`src/sv/pcrel_pkg.sv`:
```
// shared types and constants for the pc-relative instruction relocator
`default_nettype none
package pcrel_pkg;

  // instruction class found by the decoder
  typedef enum logic [2:0] {
    K_NONE = 3'd0,
    K_ADRP = 3'd1,
    K_ADR  = 3'd2,
    K_BR   = 3'd3,
    K_LDR  = 3'd4
  } kind_t;

  typedef enum logic [1:0] {
    ST_OK    = 2'd0,
    ST_PASS  = 2'd1,
    ST_RANGE = 2'd2
  } status_t;

  localparam logic [31:0] ADR_MASK  = 32'h9f00_0000;
  localparam logic [31:0] ADRP_OPC  = 32'h9000_0000;
  localparam logic [31:0] ADR_OPC   = 32'h1000_0000;
  localparam logic [31:0] BR_MASK   = 32'h7c00_0000;
  localparam logic [31:0] BR_OPC    = 32'h1400_0000;
  localparam logic [31:0] LDR_MASK  = 32'hff00_0000;
  localparam logic [31:0] LDR_OPC_W = 32'h1800_0000;
  localparam logic [31:0] LDR_OPC_X = 32'h5800_0000;
  localparam logic [31:0] ADR_KEEP  = 32'h9f00_001f;
  localparam logic [31:0] LDR_KEEP  = 32'hff00_001f;

  // decoded item: class plus the two addends of the absolute target
  typedef struct packed {
    kind_t       kind;
    logic [63:0] base;
    logic [63:0] offs;
  } dec_t;

endpackage
`default_nettype wire

```
`src/sv/pc_relative_insn_relocator_core.sv`:
```
// top level: four-stage pc-relative instruction relocation pipeline
//
//   channel | ports                                   | direction
//   in      | in_valid in_ready in_insn_word          | item in
//           | in_old_pc in_new_pc                     |
//   out     | out_valid out_ready out_word out_status | result out
//
// one item per cycle sustained while out_ready is high; out_valid is the last stage's valid bit
// stages: decode, target add, offset subtract, range check and re-encode
// each stage holds its item while the one after it is full and stalled
// reset clears only the stage valid bits
`default_nettype none
module pc_relative_insn_relocator_core (
  input  wire logic        clk,
  input  wire logic        rst_n,
  input  wire logic        in_valid,
  output logic             in_ready,
  input  wire logic [31:0] in_insn_word,
  input  wire logic [63:0] in_old_pc,
  input  wire logic [63:0] in_new_pc,
  output logic             out_valid,
  input  wire logic        out_ready,
  output logic [31:0]      out_word,
  output logic [1:0]       out_status
);

  pcrel_pkg::dec_t    dec;

  logic               s1_v_r, s2_v_r, s3_v_r, s4_v_r;
  logic               rdy1, rdy2, rdy3, rdy4;

  pcrel_pkg::dec_t    s1_dec_r;
  logic [31:0]        s1_op_r;
  logic [63:0]        s1_npc_r;

  pcrel_pkg::kind_t   s2_kind_r;
  logic [31:0]        s2_op_r;
  logic [63:0]        s2_tgt_r;
  logic [63:0]        s2_npc_r;

  pcrel_pkg::kind_t   s3_kind_r;
  logic [31:0]        s3_op_r;
  logic [63:0]        s3_d_r;

  logic [31:0]        s4_word_r, s4_word_nxt;
  pcrel_pkg::status_t s4_st_r, s4_st_nxt;

  logic [63:0]        sub_a, sub_b;
  logic               fits21, fits28;

  pcrel_dec u_dec (
    .insn_word (in_insn_word),
    .old_pc    (in_old_pc),
    .dec       (dec)
  );

  assign rdy4     = !s4_v_r || out_ready;
  assign rdy3     = !s3_v_r || rdy4;
  assign rdy2     = !s2_v_r || rdy3;
  assign rdy1     = !s1_v_r || rdy2;
  assign in_ready = rdy1;

  // adrp compares page numbers, the rest compare byte addresses
  always_comb begin
    if (s2_kind_r == pcrel_pkg::K_ADRP) begin
      sub_a = {12'd0, s2_tgt_r[63:12]};
      sub_b = {12'd0, s2_npc_r[63:12]};
    end else begin
      sub_a = s2_tgt_r;
      sub_b = s2_npc_r;
    end
  end

  assign fits21 = (&s3_d_r[63:20]) || !(|s3_d_r[63:20]);
  assign fits28 = (&s3_d_r[63:27]) || !(|s3_d_r[63:27]);

  always_comb begin
    s4_word_nxt = s3_op_r;
    s4_st_nxt   = pcrel_pkg::ST_PASS;
    case (s3_kind_r)
      pcrel_pkg::K_ADRP, pcrel_pkg::K_ADR: begin
        if (fits21) begin
          s4_word_nxt = (s3_op_r & pcrel_pkg::ADR_KEEP) |
                        {1'b0, s3_d_r[1:0], 5'd0, s3_d_r[20:2], 5'd0};
          s4_st_nxt   = pcrel_pkg::ST_OK;
        end else begin
          s4_st_nxt   = pcrel_pkg::ST_RANGE;
        end
      end
      pcrel_pkg::K_BR: begin
        if (s3_d_r[1:0] == 2'd0 && fits28) begin
          s4_word_nxt = {s3_op_r[31:26], s3_d_r[27:2]};
          s4_st_nxt   = pcrel_pkg::ST_OK;
        end else begin
          s4_st_nxt   = pcrel_pkg::ST_RANGE;
        end
      end
      pcrel_pkg::K_LDR: begin
        // low misaligned bits are dropped, not flagged
        if (fits21) begin
          s4_word_nxt = (s3_op_r & pcrel_pkg::LDR_KEEP) | {8'd0, s3_d_r[20:2], 5'd0};
          s4_st_nxt   = pcrel_pkg::ST_OK;
        end else begin
          s4_st_nxt   = pcrel_pkg::ST_RANGE;
        end
      end
      default: begin
        s4_word_nxt = s3_op_r;
        s4_st_nxt   = pcrel_pkg::ST_PASS;
      end
    endcase
  end

  always_ff @(posedge clk) begin
    if (!rst_n) begin
      s1_v_r <= 1'b0;
      s2_v_r <= 1'b0;
      s3_v_r <= 1'b0;
      s4_v_r <= 1'b0;
    end else begin
      if (rdy1) s1_v_r <= in_valid;
      if (rdy2) s2_v_r <= s1_v_r;
      if (rdy3) s3_v_r <= s2_v_r;
      if (rdy4) s4_v_r <= s3_v_r;
    end
  end

  always_ff @(posedge clk) begin
    if (rdy1) begin
      s1_dec_r <= dec;
      s1_op_r  <= in_insn_word;
      s1_npc_r <= in_new_pc;
    end
    if (rdy2) begin
      s2_kind_r <= s1_dec_r.kind;
      s2_op_r   <= s1_op_r;
      s2_tgt_r  <= s1_dec_r.base + s1_dec_r.offs;
      s2_npc_r  <= s1_npc_r;
    end
    if (rdy3) begin
      s3_kind_r <= s2_kind_r;
      s3_op_r   <= s2_op_r;
      s3_d_r    <= sub_a - sub_b;
    end
    if (rdy4) begin
      s4_word_r <= s4_word_nxt;
      s4_st_r   <= s4_st_nxt;
    end
  end

  assign out_valid  = s4_v_r;
  assign out_word   = s4_word_r;
  assign out_status = s4_st_r;

  a_no_code3: assert property (@(posedge clk) disable iff (!rst_n)
    out_valid |-> out_status != 2'd3)
    else $error("status code three on output");

  a_accept_lands: assert property (@(posedge clk) disable iff (!rst_n)
    in_valid && in_ready |=> s1_v_r)
    else $error("accepted item lost at decode stage");

  a_s3_hold: assert property (@(posedge clk) disable iff (!rst_n)
    s3_v_r && !rdy3 |=> s3_v_r && $stable(s3_d_r) && $stable(s3_op_r))
    else $error("stalled offset stage changed");

endmodule
`default_nettype wire

```
`src/sv/pcrel_dec.sv`:
```
// instruction class decode and immediate sign extension
`default_nettype none
module pcrel_dec (
  input  wire logic [31:0]     insn_word,
  input  wire logic [63:0]     old_pc,
  output pcrel_pkg::dec_t      dec
);

  logic [20:0] adr_imm;

  // adr/adrp immediate: immhi in [23:5], immlo in [30:29]
  assign adr_imm = {insn_word[23:5], insn_word[30:29]};

  always_comb begin
    dec.kind = pcrel_pkg::K_NONE;
    dec.base = old_pc;
    dec.offs = 64'd0;
    if ((insn_word & pcrel_pkg::ADR_MASK) == pcrel_pkg::ADRP_OPC) begin
      dec.kind = pcrel_pkg::K_ADRP;
      dec.base = {old_pc[63:12], 12'd0};
      dec.offs = {{31{adr_imm[20]}}, adr_imm, 12'd0};
    end else if ((insn_word & pcrel_pkg::ADR_MASK) == pcrel_pkg::ADR_OPC) begin
      dec.kind = pcrel_pkg::K_ADR;
      dec.offs = {{43{adr_imm[20]}}, adr_imm};
    end else if ((insn_word & pcrel_pkg::BR_MASK) == pcrel_pkg::BR_OPC) begin
      dec.kind = pcrel_pkg::K_BR;
      dec.offs = {{36{insn_word[25]}}, insn_word[25:0], 2'd0};
    end else if ((insn_word & pcrel_pkg::LDR_MASK) == pcrel_pkg::LDR_OPC_W ||
                 (insn_word & pcrel_pkg::LDR_MASK) == pcrel_pkg::LDR_OPC_X) begin
      dec.kind = pcrel_pkg::K_LDR;
      dec.offs = {{43{insn_word[23]}}, insn_word[23:5], 2'd0};
    end
  end

endmodule
`default_nettype wire

```
`config.mk`:
```
export PLATFORM = sky130hd
export DESIGN_NAME = pc_relative_insn_relocator_core
export DESIGN_NICKNAME = d
export VERILOG_FILES = /design/src/sv/pcrel_pkg.sv /design/src/sv/pc_relative_insn_relocator_core.sv /design/src/sv/pcrel_dec.sv
export SDC_FILE = /design/constraint.sdc
export NUM_CORES = 1
export LEC_CHECK = 0
export BUFFER_PORTS_ARGS = -buffer_cell sky130_fd_sc_hd__buf_2
export CORE_MARGIN = 1
export CORE_UTILIZATION = 30
export CTS_CLUSTER_SIZE = 14
export DETAILED_ROUTE_END_ITERATION = 10
export SLEW_MARGIN = 10
export SYNTH_ARGS = -nofsm -noshare
export SYNTH_HDL_FRONTEND = slang
export SYNTH_SLANG_ARGS = --single-unit
```
`constraint.sdc`:
```
create_clock -name clk -period 10.75 [get_ports clk]
set_clock_uncertainty 0.15 [all_clocks]
set_input_delay 0 -clock clk [delete_from_list [all_inputs] [get_ports clk]]
set_output_delay 0 -clock clk [all_outputs]
set_load 0.005 [all_outputs]
```
Word level (Yosys, flattened, before mapping)
Cells that the tools add are included.

cells by class
  add/sub/neg operators = 2
  equality and inequality tests = 10
  muxes and demuxes = 16
  bitwise gates (word level) = 2
  reduce and logical (&&, ||, !) cells = 22

operators by type and width
  operator                                        number
  two-way mux 64 bit                              6
  case mux 32 bit (3 select lines)                1
  adder 64 bit                                    1
  two-way mux 32 bit                              2
  subtractor 64 bit                               1
  AND reduction 44 bit                            1
  OR reduction 44 bit                             1
  AND reduction 37 bit                            1
  OR reduction 37 bit                             1
  OR 32 x 24 -> 32 bit                            1
  OR 32 x 31 -> 32 bit                            1
  two-way mux 26 bit                              1
  == test 8 x 5 -> 1 bit (second input constant)  1
  == test 8 x 7 -> 1 bit (second input constant)  1
  two-way mux 2 bit                               4
  logical OR 1 bit                                7
  == test 3 x 1 -> 1 bit (second input constant)  2
  == test 3 x 2 -> 1 bit (second input constant)  2
  == test 6 x 5 -> 1 bit (second input constant)  1
  == test 6 bit (second input constant)           1
  zero test 1 bit                                 6
  OR reduction 3 bit                              2
  == test 5 x 3 -> 1 bit (second input constant)  1
  case mux 2 bit (2 select lines)                 1
  5 further kinds                                 5

storage, ports and cells
  bits in registers = 527
  input bits = 164
  output and inout bits = 36

Depth between registers and ports, before layout
Gate-level depths: netlist of run 1.

  word-level depth = 6
  depth in mapped cells = 18

By module
Synthesis of run 1 repeated with hierarchy kept, for this count alone.

second synthesis, totals
  cells, all modules = 2218
  area total of the unflattened synthesis = 26795.7 sq um

by module, submodules not included
  module                           instances  cells an instance  area each (sq um)  sequential area each (sq um)
  pc_relative_insn_relocator_core  1          2050               25585.8            15785.1
  pcrel_dec                        1          168                1209.9             0.0

Worst setup path before layout of run 1
OpenSTA, ideal clock, no wires.

  path type = reg2reg
  start point = register s4_v_r, in the netlist out_valid
  end point = register s1_dec_r[0] in the netlist's numbering, enable pin
  setup time = 1.586 ns
  data arrival time = 4.028 ns
  setup slack = 4.987 ns
  stages on the path, launching flop included = 4
  path buffers = 0
  cell sequence = dfxtp_1 nor2b_1 and3_1 nand2_1

between the ends
  word-level cells in the longest chain between the ends = 5

ends and longest elaborated chain
  what                      line                                    text
  start: declaration        pc_relative_insn_relocator_core.sv:29   logic s1_v_r, s2_v_r, s3_v_r, s4_v_r;
  start signal: assignment  pc_relative_insn_relocator_core.sv:124  if (rdy4) s4_v_r <= s3_v_r;
  zero test 1 bit           pc_relative_insn_relocator_core.sv:57   assign rdy4 = !s4_v_r || out_ready;
  logical OR 1 bit          pc_relative_insn_relocator_core.sv:57
  logical OR 1 bit          pc_relative_insn_relocator_core.sv:58   assign rdy3 = !s3_v_r || rdy4;
  logical OR 1 bit          pc_relative_insn_relocator_core.sv:59   assign rdy2 = !s2_v_r || rdy3;
  logical OR 1 bit          pc_relative_insn_relocator_core.sv:60   assign rdy1 = !s1_v_r || rdy2;
  named net in_ready        pc_relative_insn_relocator_core.sv:17   output logic in_ready,
  end signal: assignment    pc_relative_insn_relocator_core.sv:130  s1_dec_r <= dec;
  end: declaration          pc_relative_insn_relocator_core.sv:32   pcrel_pkg::dec_t s1_dec_r;

The timed path passes the listed nets, and every way through them passes these cells.
A chain may end at the register's enable or synchronous reset.

Final worst setup path of run 1
  start point = register s2_kind_r[0]
  end point = register s3_d_r[63], data pin

between the ends
  word-level cells in the longest chain between the ends = 3
  elaborated cells between the ends (all ways) = 4
  those cells by class = add/sub (1); eq/ne (1); mux (2)

ends and longest elaborated chain
  what                        line                                    text
  start: declaration          pc_relative_insn_relocator_core.sv:36   pcrel_pkg::kind_t s2_kind_r;
  start signal: assignment    pc_relative_insn_relocator_core.sv:135  s2_kind_r <= s1_dec_r.kind;
  == test 3 x 1 -> 1 bit (*)  pc_relative_insn_relocator_core.sv:65   if (s2_kind_r == pcrel_pkg::K_ADRP) begin
  two-way mux 64 bit          pc_relative_insn_relocator_core.sv:65
  subtractor 64 bit (*)       pc_relative_insn_relocator_core.sv:143  s3_d_r <= sub_a - sub_b;
  end signal: assignment      pc_relative_insn_relocator_core.sv:143
  end: declaration            pc_relative_insn_relocator_core.sv:43   logic [63:0] s3_d_r;

Every way passes the cells marked *; elsewhere a longest branch is shown, timed or not.

==> metrics, run 1 <==
placed cell areas=about 27000 sq um; met1 WL=31400 um; final WL=70300 um; post-route ant nets=0; core area=80800 sq um; Logic pwr share=0.154; Root Driver=clkbuf_16; CTS buffer count=49; worst slack, placed=5130 ps; data required time at the worst endpoint=between 10000 and 15000 ps; Yosys warning total=0; f_max=175 MHz; Slew HR=0.237; worst path cell trace=or3b_4 -> buf_4 -> mux2i_1 -> ha_1 -> a21oi_1 -> o21ai_0 -> a2111oi_0 -> o22ai_1 -> a21o_1 -> o31ai_1 -> a21oi_1 -> a31oi_1 -> o31ai_1 -> xnor2_1; DIE AREA=83000 sq um; clock sinks=496; Die H=approximately 290 um; ys flop type=edfxtp_1; CP Buf/Inv Count=1; H-tree depth=2; highest-count cells in the layout ignoring fill and taps=edfxtp_1, nand2_1, dlygate4sd3_1, buf_2, a21oi_1; Hold Path Class=input pin to flop; metal3 WL=3410 um; fin worst setup slack=5020 ps; Skew-Pair Late Insertion Delay=between 600 and 700 ps; largest net degree at the start of global routing=91; flops & latches, synth=496; Initial Util=0.304; RSZ-0062 raised after global routing=no; Worst setup SP type=flop; DR pass1 iterations=10; failing checks=design-rule violations; routed length on met2=32900 um; crit end category=flop; All-Layer GR Usage=0.165; Layout Nets=2752; CP Max Fanout=80; first-pass GRT wire length=104000 um; Die W=288 um; Async SR Flop Fraction=0; clk slew on worst S/H paths=60 ps; Post-synth EDFFs=492; CP max-delay cell=buf_4; initial detailed-routing violation count=1322; row count=approximately 100; P_leak=13.1 nW; IO Port Bufs=around 200; Clk pwr share=0.345; Setup CP Type=flop to flop; Area Growth Syn to Fin=26.9%; Netlist cell types=74; Period minus WS final=5730 ps; Resize count post-CTS=0; power share of the sequential group=0.501; Fin. Hold Viols=0; io pins=200; Highest Signal Layer=met5; CTS tree=built; DRC=4; status=finished, violations left; via count=17.6k; max incr delay on CP=around 850 ps; Int Pwr=0.00364 W; DR vias/cell=just under 5; Net Sw Power=0.00132 W; Max Slew Vio Count=0; Max Cap Viol=0; vias in the first global route=17.5k; Synth Net Count=between 2k and 2.5k; clock buffer depth=3; initial antenna violation count=3; layout cells sized above 1=0.126; WP data arrival=a little under 6000 ps; Setup Viol. Count Final=0; final worst-path cycle share=0.533; Post-Layout Inst Area=31100 sq um; mapped cell area=24500 sq um; synthesized instance count=between 1.5k and 2k; VDD IR-drop max=110 uV; GPL Wtd Cong=around 0.89; wire length per cell=19.7 um; power density cells=159 nW/um^2; Setup TNS Final=0 ps; Seq/Total Area, Yosys=0.605; family with the most delay on the worst path=compound AO/OA/AOI/OAI gates; Avg Inst Size Synth=12.3 sq um; commonest non-fill, non-tap cell in the layout=edfxtp_1; worst slew pin tran=1140 ps; switching portion of total power=0.266; total gr overflow=0; hpwl dp=~53000 um
-- worst paths after layout --
kind / endpoint / depth (start not counted) / start / slack, ps
worst max register to register: s3_d_r[63]$_DFFE_PP_ / 14 / s2_kind_r[0]$_DFFE_PP_ / 5020
worst min-delay path: s1_npc_r[21]$_DFFE_PP_ / 2 / in_new_pc[21] / 9
worst min register to register: s3_op_r[8]$_DFFE_PP_ / 0 / s2_op_r[8]$_DFFE_PP_ / 260
worst max-delay path: s3_d_r[63]$_DFFE_PP_ / 14 / s2_kind_r[0]$_DFFE_PP_ / 5020
-- logic make-up (layout without fill, tap and decap cells) --
logic type / Yosys count / count (layout) / synth area share
compound gates: 491 / 491 / 0.133
xor+xnor: 126 / 126 / 0.0450
fa+ha+maj: 128 / 128 / 0.0659
buf+inv: 104 / 614 / 0.0161
flops: 496 / 496 / 0.605
mux: 62 / 62 / 0.0258
other cells: 0 / 2 / 0
simple gates: 581 / 581 / 0.109
-- power groups by stage --
stage / Clock (W) / Sequential (W) / Combinational [W]
6_report: 0.00171 / 0.00248 / 0.000765
2_1_floorplan: 0 / 0.00245 / 0.000464
5_1_grt: 0.00182 / 0.00250 / 0.000838
4_1_cts: 0.00175 / 0.00248 / 0.000756
3_5_place_dp: 0 / 0.00253 / 0.000675
3_3_place_gp: 0 / 0.00252 / 0.000681
-- sequential cells by signal, indices dropped and copies added (netlist names) --
| signal | cells |
|---|---|
| out_word | 32 |
| s2_v_r | 1 |
| out_valid | 1 |
| s1_npc_r | 64 |
| s3_v_r | 1 |
| s2_op_r | 32 |
| s1_op_r | 32 |
| s2_npc_r | 64 |
| s1_v_r | 1 |
| s3_op_r | 32 |
| s3_kind_r | 3 |
| out_status | 2 |
| s3_d_r | 64 |
| s2_tgt_r | 64 |
| s2_kind_r | 3 |
| s1_dec_r | 100 |
-- cells in the mapped netlist, types with 5 or more instances --
library cell  number  area share
o31ai_1           12      0.0037
nor2_1            65      0.0099
mux2i_1           52       0.021
nor2b_1           32      0.0082
a21o_1            83       0.025
a21boi_0           6      0.0018
a22oi_1           19      0.0058
ha_1             126       0.064
a21oi_1          157       0.032
mux2_2            10      0.0046
nand4_1           31      0.0079
nand2_1          311       0.048
xor2_1            47       0.017
o211ai_1           8      0.0024
a22o_1            11      0.0039
o21ai_1            5      0.0010
nor4_1            14      0.0036
a31o_2             6      0.0021
inv_1             33      0.0050
a31oi_1           12      0.0031
o21bai_1          23      0.0070
a222oi_1           8      0.0033
a221o_1            7      0.0029
o21a_1            18      0.0055
and3_1            19      0.0048
nor3_1            15      0.0031
and2_1            25      0.0064
nor3b_1            7      0.0021
nand3_1           24      0.0049
a41oi_1            5      0.0018
a211oi_1           6      0.0018
o22ai_1            6      0.0015
o21ai_0           64       0.013
or2_2              5      0.0013
clkbuf_1          65      0.0099
xnor2_1           79       0.028
edfxtp_1         492        0.60
nand2b_1          15      0.0038
-- metrics by stage --
| stage | cells | hold slack, ps | util | power (W) |
|---|---|---|---|---|
| floorplan | 1988 | -51.1 | - | 0.00291 |
| global placement | 3188 | 27.9 | 0.331 | 0.00320 |
| detailed placement | 3188 | 28.1 | 0.331 | 0.00320 |
| CTS | 3556 | 1.04 | 0.385 | 0.00499 |
| global route | 3559 | -14.9 | 0.385 | 0.00516 |
| finish | 3560 | 8.75 | 0.385 | 0.00496 |
-- final cells by class --
cell class | instances | area, sq um
Fill cell | 7675 | 49700
Sequential cell | 496 | 14900
Multi-Input combinational cell | 1388 | 9350
Timing Repair Buffer | 491 | 3890
Tap cell | 1060 | 1330
Clock buffer | 58 | 1260
Clock inverter | 31 | 329
Inverter | 34 | 133
Antenna cell | 2 | 5.00
-- repair_timing --
action	in CTS	in global routing
buffers inserted	0	0
endpoints found under the hold margin	225	2
hold buffers	279	2
-- metal layers --
metal / vias up / track usage
met5: - / 0
met4: 2 / 0.0667
met3: 127 / 0.0238
met2: 497 / 0.271
met1: 8478 / 0.220
li1: 8451 / -
No activity file was read; power rests on OpenSTA's default activity.
==> run 2, diff against run 1 <==
==> constraint.sdc (replaced) <==
create_clock -name clk -period 5.1 [get_ports clk]
set_clock_uncertainty 0.15 [all_clocks]
set_input_delay 0 -clock clk [delete_from_list [all_inputs] [get_ports clk]]
set_output_delay 0 -clock clk [all_outputs]
set_load 0.005 [all_outputs]
==> run 2 against run 1 <==
Net effect:
- worst setup slack worse by 4700 ps
- sequential power is 110% higher
- the flow still finishes with violations (design-rule violations)
- combinational power is 120% higher
- clock power is 120% higher
- register-to-register slack worse by 4700 ps
- largest power group unchanged
- highest routed layer unchanged
==> metrics, run 2 (same netlist as run 1, synthesis figures left out) <==
Setup CP Type=flop to flop; Max Cap Viol=0; RSZ-0062 raised after global routing=no; core area=80800 sq um; io pins=200; filler instances=7546; DRC=6; worst path cell trace=or3b_4 -> buf_12 -> buf_4 -> mux2i_1 -> ha_1 -> a21oi_1 -> o21ai_0 -> a2111oi_1 -> buf_4 -> o22ai_1 -> a21o_1 -> o31ai_1 -> a21oi_1 -> a31oi_1 -> o31ai_1 -> xnor2_1; Hold Path Class=input pin to flop; commonest non-fill, non-tap cell in the layout=edfxtp_1; Worst setup SP type=flop; data required time at the worst endpoint=5290 ps; worst slew pin tran=about 1100 ps; final WL=71200 um; family with the most delay on the worst path=compound AO/OA/AOI/OAI gates; Critical R2R Launch=s2_kind_r[2]$_DFFE_PP_; CTS tree=built; Root Driver=clkbuf_16; clk slew on worst S/H paths=60 ps; Skew-Pair Late Insertion Delay=620 ps; ANT cells=0; Area Growth Syn to Fin=28.2%; post-route ant nets=0; IO Port Bufs=199; fin worst setup slack=303 ps; clock sinks=496; highest-count cells in the layout ignoring fill and taps=edfxtp_1, nand2_1, dlygate4sd3_1, buf_2, a21oi_1; CTS buffer count=50; crit end category=flop; Slew HR=0.285; status=finished, violations left; Layout Nets=roughly 2.8k; wire length per cell=approximately 20 um; Initial Util=0.304; Die H=roughly 290 um; Fin. Hold Viols=0; H-tree depth=2; f_max=about 210 MHz; Post-Layout Inst Area=31500 sq um; P_leak=13.3 nW; total gr overflow=0; CP max-delay cell=or3b_4; Period minus WS final=between 4000 and 5000 ps; final worst-path cycle share=0.941; vias in the first global route=17.9k; Post-CTS Setup Bufs=0; Min-Delay Startpoint=in_old_pc[41]; via count=17.9k; area of the multi-input gates=between 9000 and 10000 sq um; CP Buf/Inv Count=3; Die W=288 um; Setup TNS Final=0 ps; worst slack, placed=398 ps; first-pass GRT wire length=~110000 um; DIE AREA=83000 sq um; CP Max Fanout=38; failing checks=design-rule violations; CP startpoint=s2_kind_r[2]$_DFFE_PP_; GPL Wtd Cong=0.897; layout cells sized above 1=0.132; Seq. cell area=14900 sq um; row count=104; All-Layer GR Usage=0.169; clock buffer depth=3; initial detailed-routing violation count=about 1.3k; number of flip-flops in the largest register=100; initial antenna violation count=1; DR vias/cell=5.00; Max Slew Vio Count=0; power density cells=340 nW/um^2; max incr delay on CP=520 ps; largest net degree at the start of global routing=164; placed cell areas=26900 sq um; Biggest register=s1_dec_r; WP data arrival=4990 ps; hpwl dp=52800 um; Setup Viol. Count Final=0; VDD IR-drop max=about 290 uV; DR pass1 iterations=9
[run 2: final cells by class]
cell class,instances,area share
Clock buffer,58,0.0407
Clock inverter,35,0.0145
Inverter,34,0.00421
Multi-Input combinational cell,1388,0.297
Sequential cell,496,0.472
Tap cell,1060,0.0421
Timing Repair Buffer,506,0.129
[run 2: report_power, final]
group | switching [W] | leakage [nW] | total (W) | internal, W
Combinational | 0.000911 | 7.16 | 0.00165 | 0.000734
Sequential | 0.000269 | 5.31 | 0.00522 | 0.00495
Clock | 0.00161 | 0.821 | 0.00384 | 0.00224
[run 2: stage by stage]
stage          cells   util  hold WS (ps)  power [W]
3_3_place_gp    3198  0.333          28.3    0.00676
4_1_cts         3577  0.390         0.687     0.0108
2_1_floorplan   1988      -         -51.1    0.00614
6_report        3577  0.390          27.6     0.0107
3_5_place_dp    3198  0.333          28.1    0.00676
5_1_grt         3577  0.390          20.5     0.0111
[run 2: final timing paths]
check,to,slack [ps],depth (start not counted)
worst max-delay path,s3_d_r[63]$_DFFE_PP_,300,16
worst min-delay path,s1_dec_r[105]$_DFFE_PP_,30,2
worst max register to register,s3_d_r[63]$_DFFE_PP_,300,16
worst min register to register,s2_op_r[15]$_DFFE_PP_,260,0
[run 2: metal layers]
metal,share of wire,GRT usage,up-vias
met5,0.00018,0,-
met4,0.031,0.0575,2
met3,0.049,0.0235,133
met2,0.48,0.281,555
met1,0.44,0.226,8721
li1,-,-,8477
[run 2: what timing repair did]
| item | 4_1_cts | 5_1_grt |
|---|---|---|
| hold endpoints to repair | 199 | 0 |
| setup endpoints to repair | 0 | 1 |
| hold buffers | 286 | 0 |
| resized for setup | 0 | 1 |
==> run 3, diff against run 2 <==
--- a/config.mk
+++ b/config.mk
@@ -5,12 +5,15 @@
 export SDC_FILE = /design/constraint.sdc
 export NUM_CORES = 1
 export LEC_CHECK = 0
+export ABC_CLOCK_PERIOD_IN_PS = 5100
 export BUFFER_PORTS_ARGS = -buffer_cell sky130_fd_sc_hd__buf_2
 export CORE_MARGIN = 1
 export CORE_UTILIZATION = 30
 export CTS_CLUSTER_SIZE = 14
 export DETAILED_ROUTE_END_ITERATION = 10
+export MAX_ROUTING_LAYER = met4
 export SLEW_MARGIN = 10
 export SYNTH_ARGS = -nofsm -noshare
 export SYNTH_HDL_FRONTEND = slang
+export SYNTH_HIERARCHICAL = 1
 export SYNTH_SLANG_ARGS = --single-unit
==> run 3 against run 2 <==
Net effect:
- the flow now finishes without violations
- critical path type unchanged
- die area up 9.1%
- sequential power up 5.6%
- count of clock-buffer cells in the layout up 2
- maximum frequency up 5.4%
- routed wire length up 3.1%
- utilization down 1.6 points
- largest cell class unchanged
- non-clock buffer count up 7
- power up 1.9%
- first-iteration DRC count about the same
- worst setup slack better by 250 ps
- register-to-register slack better by 250 ps
- cell count up 6.7%
==> metrics, run 3 <==
status=completed; Post-CTS Setup Bufs=0; flops & latches, synth=527; post-route ant nets=0; CTS buffer count=53; Setup Viol. Count Final=0; largest net degree at the start of global routing=between 100 and 150; H-tree depth=2; Max Cap Viol=0; clock buffer depth=3; f_max=220 MHz; top-count cell post-synth=edfxtp_1; Seq. cell area=~16000 sq um; DR vias/cell=4.84; number of flip-flops in the largest register=131; Yosys top cell by area=edfxtp_1; Die W=301 um; Die H=301 um; Initial Util=0.303; io pins=200; Seq/Total Area, Yosys=0.589; Setup TNS Final=0 ps; Synth top area share=0.586; total gr overflow=0; Synth Net Count=roughly 2.5k; IO Port Bufs=between 150 and 200; Setup CP Type=flop to flop; Root Driver=clkbuf_16; synthesized instance count=2218; All-Layer GR Usage=0.163; Skew-Pair Late Insertion Delay=610 ps; data required time at the worst endpoint=5370 ps; RSZ-0062 raised after global routing=no; final worst-path cycle share=0.892; placed cell areas=between 20000 and 30000 sq um; worst slew pin tran=1080 ps; Slew HR=0.283; crit end category=flop; first-pass GRT wire length=109000 um; Post-synth EDFFs=523; filler instances=8552; Period minus WS final=4550 ps; power density cells=331 nW/um^2; Post-Route Hold Slack=around 36 ps; final WL=between 70000 and 80000 um; Layout Nets=2898; commonest non-fill, non-tap cell in the layout=edfxtp_1; clock sinks=527; initial antenna violation count=2; initial detailed-routing violation count=1318; DR pass1 iterations=5; mapped cell area=~27000 sq um; Fin. Hold Viols=0; row count=109; Post-Layout Inst Area=33000 sq um; Biggest register=s1_dec_r; highest-count cells in the layout ignoring fill and taps=edfxtp_1, nand2_1, dlygate4sd3_1, buf_2, a21oi_1; Netlist cell types=91; largest cells by area after synthesis=edfxtp_1, ha_1, nand2_1; WP data arrival=4820 ps; area of the multi-input gates=roughly 10000 sq um; ys flop type=edfxtp_1; Hold Path Class=input pin to flop; hpwl dp=roughly 55000 um; Post-synth top cells=edfxtp_1, nand2_1, a21oi_1; VDD IR-drop max=286 uV; via count=~18k; layout cells sized above 1=0.129; clk slew on worst S/H paths=60 ps; GPL Wtd Cong=0.911; core area=88400 sq um; DRC=0; DIE AREA=between 90000 and 100000 sq um; Avg Inst Size Synth=12.1 sq um; CP Max Fanout=42; Yosys warning total=6; Max Slew Vio Count=0; wire length per cell=19.2 um; P_leak=13.8 nW; vias in the first global route=18.3k; CTS tree=built; Area Growth Syn to Fin=23.1%; Async SR Flop Fraction=0; Worst setup SP type=flop
run 3: cell count changes after synthesis, moves of 15 or more:
cell,before,now
buf_4,0,89
nor2_1,65,97
edfxtp_1,492,523
nand4_1,31,57
o21ai_0,64,87
nand2_1,311,326
run 3: final cells by class:
cell class,count,area share
inverter,41,0.00482
tap,1165,0.0442
antenna,2,0.000152
clock inverter,38,0.00937
multi-input combinational,1470,0.296
clock buffer,60,0.0417
sequential,527,0.479
timing repair buffer,513,0.125
run 3: worst max-delay path, stage by stage, from the launching register on:
cell	delay [ps]
edfxtp_1	400
nor2_1	230
nand2_4	270
buf_4	300
buf_12	200
mux2i_1	140
ha_1	400
a21o_1	220
a21o_1	180
a21oi_1	220
o21ai_0	110
a31oi_1	320
o211ai_1	250
a21oi_1	350
o21a_1	250
nor3b_1	70
a311oi_1	270
run 3: routing by layer:
layer  global-route usage  share of wire
met5                    -              0
met4               0.0462          0.023
met3               0.0193          0.043
met2                0.265           0.48
met1                0.214           0.45
run 3: kinds of logic (layout without fill, tap and decap cells):
family                   Yosys count  count (layout)  share of synthesized area
other                              0               2                          0
adder cells (fa/ha/maj)          128             128                     0.0603
buffers and inverters            221             652                     0.0479
AND/OR/NAND/NOR                  644             644                      0.111
multiplexers                      62              62                     0.0236
flip-flops                       527             527                      0.589
AO/OA/AOI/OAI                    513             513                      0.127
XOR/XNOR                         123             123                     0.0402
run 3: path summary, 6_finish.rpt:
check	startpoint	endpoint	slack (ps)	depth (start not counted)
setup / recovery	s2_kind_r[1]$_DFFE_PP_	s3_d_r[57]$_DFFE_PP_	550	16
hold / removal	in_insn_word[0]	s1_op_r[0]$_DFFE_PP_	40	2
setup reg to reg	s2_kind_r[1]$_DFFE_PP_	s3_d_r[57]$_DFFE_PP_	550	16
hold reg to reg	s2_op_r[3]$_DFFE_PP_	s3_op_r[3]$_DFFE_PP_	270	0
run 3: through the flow:
step                power, W  instances  setup WS, ps  utilization
global route          0.0113       3815           167        0.373
CTS                   0.0110       3814           495        0.373
finish                0.0109       3816           549        0.373
detailed placement   0.00705       3423           510        0.321
global placement     0.00705       3423           625        0.321
floorplan            0.00651       2218           585            -
run 3: power by group:
| part | total (W) | switching [W] | internal, W |
|---|---|---|---|
| clock | 0.00376 | 0.00166 | 0.00210 |
| combinational | 0.00164 | 0.000920 | 0.000723 |
| sequential | 0.00551 | 0.000280 | 0.00523 |
run 3: timing repair:
| action | 4_1_cts | 5_1_grt |
|---|---|---|
| gates resized for setup | 0 | 0 |
| hold buffers | 293 | 0 |
| endpoints found under the hold margin | 202 | 0 |
